**config.mk**
```make
export PLATFORM = sky130hd
export DESIGN_NAME = matrix_saddle_point_finder_top
export DESIGN_NICKNAME = d
export VERILOG_FILES = /design/src/msp_pkg.sv /design/src/msp_cmp.sv /design/src/msp_store.sv /design/src/matrix_saddle_point_finder_top.sv
export SDC_FILE = /design/constraint.sdc
export NUM_CORES = 1
export LEC_CHECK = 0
export ABC_AREA = 0
export BUFFER_PORTS_ARGS = -buffer_cell sky130_fd_sc_hd__clkbuf_2
export CAP_MARGIN = 25
export CORE_MARGIN = 2
export CORE_UTILIZATION = 40
export DETAILED_ROUTE_END_ITERATION = 7
export SETUP_SLACK_MARGIN = 0.15
export SLEW_MARGIN = 20
export SYNTH_ARGS = -nofsm -noshare
export SYNTH_HDL_FRONTEND = slang
export SYNTH_SLANG_ARGS = --single-unit
```
**constraint.sdc**
```tcl
create_clock -name clk -period 6.55 [get_ports clk]
set_input_delay 0.3275 -clock clk [delete_from_list [all_inputs] [get_ports clk]]
set_output_delay 0.3275 -clock clk [all_outputs]
set_load 0.05 [all_outputs]
```
**src/msp_pkg.sv**
```systemverilog
// shared types and constants for the matrix saddle point finder
package msp_pkg;

  localparam int VALUE_W     = 32;
  localparam int COUNT_W     = 4;
  localparam int CFG_INDEX_W = 2;
  localparam int OUT_INDEX_W = 3;

  localparam logic [CFG_INDEX_W-1:0] REG_ROW_COUNT    = 2'd0;
  localparam logic [CFG_INDEX_W-1:0] REG_COLUMN_COUNT = 2'd1;

  typedef struct packed {
    logic lt;
    logic eq;
  } cmp_res_t;

endpackage

```
**src/msp_cmp.sv**
```systemverilog
// shared signed compare unit used for min, max and match checks
module msp_cmp (
  input  logic signed [msp_pkg::VALUE_W-1:0] a,
  input  logic signed [msp_pkg::VALUE_W-1:0] b,
  output msp_pkg::cmp_res_t                  res
);

  assign res.lt = (a < b);
  assign res.eq = (a == b);

endmodule

```
**src/msp_store.sv**
```systemverilog
// register file for per-row minimum or per-column maximum
module msp_store #(
  parameter int DEPTH = 8,
  parameter int AW    = 3
) (
  input  logic                        clk,
  input  logic                        we,
  input  logic [AW-1:0]               waddr,
  input  logic [msp_pkg::VALUE_W-1:0] wdata,
  input  logic [AW-1:0]               raddr,
  output logic [msp_pkg::VALUE_W-1:0] rdata
);

  logic [msp_pkg::VALUE_W-1:0] mem [DEPTH];

  always_ff @(posedge clk) begin
    if (we) begin
      mem[waddr] <= wdata;
    end
  end

  assign rdata = mem[raddr];

endmodule

```
**src/matrix_saddle_point_finder_top.sv**
```systemverilog
// top level of the matrix saddle point finder: sequencer, stores and output register
//
// Usage: matrix elements arrive one word at a time on in_valid/in_ready in
// row-major order. Register 0 (row_count) and register 1 (column_count) are
// written over cfg_valid/cfg_ready/cfg_index/cfg_data while the block is idle;
// a write restarts the matrix at row 0, column 0, and in_ready stays low while
// cfg_valid is high. Counts of 0 act as 1, and counts above MAX_ROWS/MAX_COLUMNS
// act as the maximum.
// Each element is accepted, then goes through a row-minimum update and a
// column-maximum update, both through one shared signed comparator. After the last element
// the same comparator scans every row/column pair, one pair per cycle unless
// a stall holds the scan, and then the final word is emitted.
// Results leave on out_valid/out_ready through an output register; one word
// per matching pair, the final one with last_result set, or a single word with
// found cleared when no pair matches. A stalled receiver holds the scan when a
// second match must be pushed while the output register is still full, and
// holds the final word until the output register drains.
// Reset (rst, synchronous) empties the output and sets both counts to 1.
module matrix_saddle_point_finder_top #(
  parameter int MAX_ROWS    = 8,
  parameter int MAX_COLUMNS = 8
) (
  input  logic                                 clk,
  input  logic                                 rst,
  input  logic                                 in_valid,
  output logic                                 in_ready,
  input  logic signed [msp_pkg::VALUE_W-1:0]   element_value,
  output logic                                 out_valid,
  input  logic                                 out_ready,
  output logic signed [msp_pkg::VALUE_W-1:0]   saddle_value,
  output logic [msp_pkg::OUT_INDEX_W-1:0]      saddle_row,
  output logic [msp_pkg::OUT_INDEX_W-1:0]      saddle_column,
  output logic                                 found,
  output logic                                 last_result,
  input  logic                                 cfg_valid,
  output logic                                 cfg_ready,
  input  logic [msp_pkg::CFG_INDEX_W-1:0]      cfg_index,
  input  logic [msp_pkg::COUNT_W-1:0]          cfg_data
);

  localparam int RW    = (MAX_ROWS > 1) ? $clog2(MAX_ROWS) : 1;
  localparam int CW    = (MAX_COLUMNS > 1) ? $clog2(MAX_COLUMNS) : 1;
  localparam int CNT_W = msp_pkg::COUNT_W;
  localparam int VW    = msp_pkg::VALUE_W;
  localparam int OW    = msp_pkg::OUT_INDEX_W;
  localparam logic [CNT_W-1:0] ROW_LIMIT = CNT_W'(MAX_ROWS);
  localparam logic [CNT_W-1:0] COL_LIMIT = CNT_W'(MAX_COLUMNS);

  typedef enum logic [2:0] {
    IDLE,
    ROW_UPD,
    COL_UPD,
    SCAN,
    FLUSH
  } state_t;

  state_t state;

  logic [CNT_W-1:0] row_count;
  logic [CNT_W-1:0] column_count;
  logic [RW-1:0]    row_pos;
  logic [CW-1:0]    col_pos;
  logic [RW-1:0]    cur_r;
  logic [CW-1:0]    cur_c;
  logic [VW-1:0]    value;
  logic [RW-1:0]    scan_i;
  logic [CW-1:0]    scan_j;
  logic             pend_valid;
  logic [VW-1:0]    pend_value;
  logic [RW-1:0]    pend_row;
  logic [CW-1:0]    pend_col;

  logic [CNT_W-1:0] rows_eff;
  logic [CNT_W-1:0] cols_eff;
  logic             pos_ok;
  logic             out_free;
  logic             out_load;
  logic             stall;
  logic             last_j;
  logic             last_i;

  logic             row_we;
  logic             col_we;
  logic [RW-1:0]    row_raddr;
  logic [CW-1:0]    col_raddr;
  logic [VW-1:0]    row_rd;
  logic [VW-1:0]    col_rd;
  logic [VW-1:0]    cmp_a;
  logic [VW-1:0]    cmp_b;
  msp_pkg::cmp_res_t cmp;

  // effective counts
  always_comb begin
    priority if (row_count == '0) begin
      rows_eff = CNT_W'(1);
    end else if (row_count > ROW_LIMIT) begin
      rows_eff = ROW_LIMIT;
    end else begin
      rows_eff = row_count;
    end
    priority if (column_count == '0) begin
      cols_eff = CNT_W'(1);
    end else if (column_count > COL_LIMIT) begin
      cols_eff = COL_LIMIT;
    end else begin
      cols_eff = column_count;
    end
  end

  assign pos_ok   = (CNT_W'(row_pos) < rows_eff) && (CNT_W'(col_pos) < cols_eff);
  assign in_ready = (state == IDLE) && !cfg_valid;
  assign cfg_ready = (state == IDLE);
  assign out_free = !out_valid || out_ready;
  assign stall    = cmp.eq && pend_valid && !out_free;
  assign out_load = ((state == SCAN) && !stall && cmp.eq && pend_valid) ||
                    ((state == FLUSH) && out_free);
  assign last_j   = (CNT_W'(scan_j) + CNT_W'(1)) >= cols_eff;
  assign last_i   = (CNT_W'(scan_i) + CNT_W'(1)) >= rows_eff;

  // operand selection for the shared comparator
  always_comb begin
    row_raddr = (state == SCAN) ? scan_i : cur_r;
    col_raddr = (state == SCAN) ? scan_j : cur_c;
    unique case (state)
      ROW_UPD: begin
        cmp_a = value;
        cmp_b = row_rd;
      end
      COL_UPD: begin
        cmp_a = col_rd;
        cmp_b = value;
      end
      default: begin
        cmp_a = row_rd;
        cmp_b = col_rd;
      end
    endcase
    row_we = (state == ROW_UPD) && ((cur_c == '0) || cmp.lt);
    col_we = (state == COL_UPD) && ((cur_r == '0) || cmp.lt);
  end

  msp_cmp u_cmp (
    .a   (cmp_a),
    .b   (cmp_b),
    .res (cmp)
  );

  msp_store #(
    .DEPTH (MAX_ROWS),
    .AW    (RW)
  ) u_row_store (
    .clk   (clk),
    .we    (row_we),
    .waddr (cur_r),
    .wdata (value),
    .raddr (row_raddr),
    .rdata (row_rd)
  );

  msp_store #(
    .DEPTH (MAX_COLUMNS),
    .AW    (CW)
  ) u_col_store (
    .clk   (clk),
    .we    (col_we),
    .waddr (cur_c),
    .wdata (value),
    .raddr (col_raddr),
    .rdata (col_rd)
  );

  always_ff @(posedge clk) begin
    if (rst) begin
      state        <= IDLE;
      row_count    <= CNT_W'(1);
      column_count <= CNT_W'(1);
      row_pos      <= '0;
      col_pos      <= '0;
      pend_valid   <= 1'b0;
      out_valid    <= 1'b0;
    end else begin
      if (out_valid && out_ready && !out_load) begin
        out_valid <= 1'b0;
      end
      unique case (state)
        IDLE: begin
          if (cfg_valid) begin
            if (cfg_index == msp_pkg::REG_ROW_COUNT) begin
              row_count <= cfg_data;
              row_pos   <= '0;
              col_pos   <= '0;
            end else if (cfg_index == msp_pkg::REG_COLUMN_COUNT) begin
              column_count <= cfg_data;
              row_pos      <= '0;
              col_pos      <= '0;
            end
          end else if (in_valid) begin
            value <= element_value;
            cur_r <= pos_ok ? row_pos : '0;
            cur_c <= pos_ok ? col_pos : '0;
            state <= ROW_UPD;
          end
        end
        ROW_UPD: begin
          state <= COL_UPD;
        end
        COL_UPD: begin
          if ((CNT_W'(cur_c) + CNT_W'(1)) < cols_eff) begin
            col_pos <= cur_c + CW'(1);
            row_pos <= cur_r;
            state   <= IDLE;
          end else begin
            col_pos <= '0;
            if ((CNT_W'(cur_r) + CNT_W'(1)) < rows_eff) begin
              row_pos <= cur_r + RW'(1);
              state   <= IDLE;
            end else begin
              row_pos    <= '0;
              scan_i     <= '0;
              scan_j     <= '0;
              pend_valid <= 1'b0;
              state      <= SCAN;
            end
          end
        end
        SCAN: begin
          if (!stall) begin
            if (cmp.eq) begin
              if (pend_valid) begin
                out_valid     <= 1'b1;
                saddle_value  <= pend_value;
                saddle_row    <= OW'(pend_row);
                saddle_column <= OW'(pend_col);
                found         <= 1'b1;
                last_result   <= 1'b0;
              end
              pend_valid <= 1'b1;
              pend_value <= row_rd;
              pend_row   <= scan_i;
              pend_col   <= scan_j;
            end
            if (!last_j) begin
              scan_j <= scan_j + CW'(1);
            end else begin
              scan_j <= '0;
              if (last_i) begin
                state <= FLUSH;
              end else begin
                scan_i <= scan_i + RW'(1);
              end
            end
          end
        end
        FLUSH: begin
          if (out_free) begin
            out_valid     <= 1'b1;
            saddle_value  <= pend_valid ? pend_value : '0;
            saddle_row    <= pend_valid ? OW'(pend_row) : '0;
            saddle_column <= pend_valid ? OW'(pend_col) : '0;
            found         <= pend_valid;
            last_result   <= 1'b1;
            pend_valid    <= 1'b0;
            state         <= IDLE;
          end
        end
        default: begin
          state <= IDLE;
        end
      endcase
    end
  end

  a_not_found_is_final: assert property (@(posedge clk) disable iff (rst)
    out_valid && !found |-> last_result && (saddle_value == '0))
    else $error("no-match word must be final and zero");

  a_pos_in_range: assert property (@(posedge clk) disable iff (rst)
    (state == IDLE) |-> (CNT_W'(row_pos) < rows_eff) && (CNT_W'(col_pos) < cols_eff))
    else $error("matrix position outside counts");

  a_stall_holds_scan: assert property (@(posedge clk) disable iff (rst)
    (state == SCAN) && stall |=> (state == SCAN) && $stable(scan_i) && $stable(scan_j))
    else $error("scan advanced while a match was pending");

  a_flush_ends_matrix: assert property (@(posedge clk) disable iff (rst)
    (state == FLUSH) && out_free |=> out_valid && last_result && (state == IDLE))
    else $error("final word not issued");

endmodule

```
==> flow_summary.toml <==
[cells_and_area]
drive_above_1_share_pct = 21.22
post-route-util_pct = 47.12
antenna_cells = 0
syn2layout_area_growth_pct = 16.96
nets = 1879

[floorplan]
core-area_um2 = 66920
ios = 86
die_h_um = 263.6
initial_core_util_pct = 40.29
die-area_um2 = 69500
die_x_um = 263.6
std_cell_rows = 95

[synth]
yosysTopAreaCell = "edfxtp_1"
seq_area_frac_synth_pct = 72.02
synth-seq-cells = 653
synthFlopType = "edfxtp_1"
synth.most_common_cell = "edfxtp_1"
yosysUniqueCellTypes = 55
avgSynthCellArea_um2 = 16.69
ys_async_sr_fraction_pct = 0
synth_edf_count = 634
syn-num-nets = 1715
ys_warn_count = 0
synth_top_area_share_pct = 70.61
mappedNetlistArea_um2 = 26960
synth_area_leaders = "edfxtp_1 71%, mux4_2 7.7%, ha_1 2.6%"
synth_common_cells = "634 x edfxtp_1, 148 x nand2_1, 92 x mux4_2"
synthCells = 1616

[route]
drt-initial-drc-count = 1385
wl_mm = 63.18
vias = 14944
firstDrtPassIters = 7
drt-vias-per-instance = 5.523
drc = 0
ant_nets = 0
wire_per_inst_um = 23.35

[clock_tree]
cts_tree = "built"
cts_setup_buffers = 0
cts_made_buffers = 69
cts_buffer_depth = 3
path_clk_slew_ns = 0.06
root_buffer = "clkbuf_16"
worstSkewPairLatency_ns = 0.62
clock-sinks = 653
cts.htree.levels = 3

[pwr]
vdd_drop_max_mv = 0.2031
p_leak_nw = 10.68
power_density_nw_per_um2 = 320.2

[grt]
gr-total-overflow = 0
grt_max_degree = 85
grt_pass1_wl_mm = 95.39
grt_use_total_pct = 18.32
antenna_found_initial = 1
grt_pass1_vias = 14914

[status]
status = "finished, final reports clean"

[setup_path]
critPathCaptureType = "register"
cp.arrival_ns = 6.24
worstPathRequired_ns = 6.83
crit_fanout = 32
start_kind = "register"
critPathKind = "reg -> reg"

[run]
cap_violations = 0

[place]
post-dp-hpwl_mm = 37.80
io_buffers = 85
pre_cts_slack_ns = 0.3413
globalplace.congestion = 0.8059

[timing]
maxSlewHeadroom_pct = 37.78
worstMarginPinSlew_ns = 0.9313
fmax_mhz = 167.7
hold_ws_ns = 0.05236
min_period_over_period_pct = 91.02
setup_ws_ns = 0.5885
hold_viol = 0
final.min_clock_period_ns = 5.962
clock_skew_ns = 0.02378
setup_viol = 0
rsz0062_at_grt = "false"
drv_slew = 0

[hold_path]
hold_class = "in -> reg"
power by group:
part | total [W] | internal [W] | switching (W)
clock network | 0.00374 | 0.00212 | 0.00162
logic | 0.00157 | 0.000585 | 0.000985
registers | 0.00478 | 0.00470 | 0.0000813
what timing repair did:
item | 4_1_cts | 5_1_grt
hold buffers | 37 | 0
setup endpoints to repair | 0 | 402
resized for setup | 0 | 2
hold endpoints to repair | 40 | 0
metal layers:
layer | vias up | track usage [%] | wire length (um)
li1 | 6696 | - | -
met1 | 7655 | 26.32 | 28330
met2 | 502 | 28.34 | 29190
met3 | 91 | 3.124 | 4053
met4 | 0 | 6.286 | 1615
met5 | - | 0 | 0
critical path: stages, from the launching register on:
cell and delay (ns):
dfxtp_1 0.60, nand3b_4 0.23, mux2i_4 0.54, buf_4 0.38, mux4_2 0.53, mux2i_1 0.54, o22ai_1 0.20, a21oi_1 0.17
ha_1 0.27, a21o_1 0.19, nand3_1 0.12, a211oi_1 0.10, o41a_1 0.43, o21ai_0 0.33, a21oi_2 0.25, nor4_2 0.38
buf_12 0.31
worst paths after layout:
| kind | from | end | slack, ns | cells after the start |
|---|---|---|---|---|
| worst max register to register | state[0] | u_row_store.mem[4][7] | 0.59 | 16 |
| worst max-delay path | state[0] | u_row_store.mem[4][7] | 0.59 | 16 |
| worst min register to register | column_count[0] | column_count[0] | 0.47 | 2 |
| worst min-delay path | cfg_index[0] | column_count[2] | 0.05 | 3 |
registers in the layout, indices dropped and copies added, names as in the netlist, 3 cells and up:
| register | flops |
|---|---|
| u_col_store.mem | 256 |
| u_row_store.mem | 256 |
| pend_value | 32 |
| saddle_value | 32 |
| value | 32 |
| column_count | 4 |
| row_count | 4 |
| col_pos | 3 |
| cur_c | 3 |
| cur_r | 3 |
| pend_col | 3 |
| pend_row | 3 |
| row_pos | 3 |
| saddle_column | 3 |
| saddle_row | 3 |
| scan_i | 3 |
| scan_j | 3 |
| state | 3 |
stage by stage:
step                TNS (ns)  cell area (um2)  power [W]  instances
global placement           0            28980   0.006373       2544
detailed placement         0            29010   0.006401       2545
CTS                        0            31530    0.01018       2706
global route               0            31540    0.01050       2706
finish                     0            31540    0.01010       2706
floorplan            -171.34            26970   0.005857       1616
cell usage in the layout (no fill, tap or decap), drive strengths merged, types with 8 or more instances in the layout:
| master | Yosys | layout |
|---|---|---|
| o221ai | 15 | 15 |
| mux4 | 92 | 92 |
| o22ai | 15 | 15 |
| a21o | 8 | 8 |
| a311oi | 17 | 17 |
| nor4 | 10 | 10 |
| nand2b | 8 | 8 |
| a211oi | 36 | 36 |
| nand2 | 148 | 148 |
| a221oi | 17 | 17 |
| and2 | 9 | 9 |
| clkinv | 0 | 26 |
| ha | 56 | 56 |
| o21ai | 26 | 26 |
| nor2b | 48 | 48 |
| a21oi | 62 | 62 |
| dlygate4sd3 | 0 | 37 |
| edfxtp | 634 | 634 |
| nand4 | 9 | 9 |
| nand3 | 25 | 25 |
| clkbuf | 47 | 166 |
| nand3b | 18 | 18 |
| buf | 39 | 57 |
| mux2i | 62 | 62 |
| nor3 | 12 | 12 |
| dfxtp | 19 | 19 |
| a31oi | 17 | 17 |
| nor2 | 61 | 61 |
| and3 | 8 | 8 |
| inv | 60 | 68 |
logic make-up after synthesis:
logic type / after synthesis / synth area share [%]
buffers and inverters: 146 / 2.427
DFF: 653 / 72.02
AOI/OAI and AO/OA: 234 / 6.195
muxes: 154 / 10.00
adders and majority gates: 56 / 2.599
and+or+nand+nor: 367 / 6.566
xor gates and xnor gates: 6 / 0.1949
final cells by class:
| cell class | instances | area (um2) |
|---|---|---|
| Clock buffer | 81 | 1772 |
| Clock inverter | 43 | 377.9 |
| Fill cell | 5642 | 35390 |
| Inverter | 60 | 225.2 |
| Multi-Input combinational cell | 817 | 7106 |
| Sequential cell | 653 | 19420 |
| Tap cell | 873 | 1092 |
| Timing Repair Buffer | 179 | 1544 |
Power figures use the tool's default switching activity.
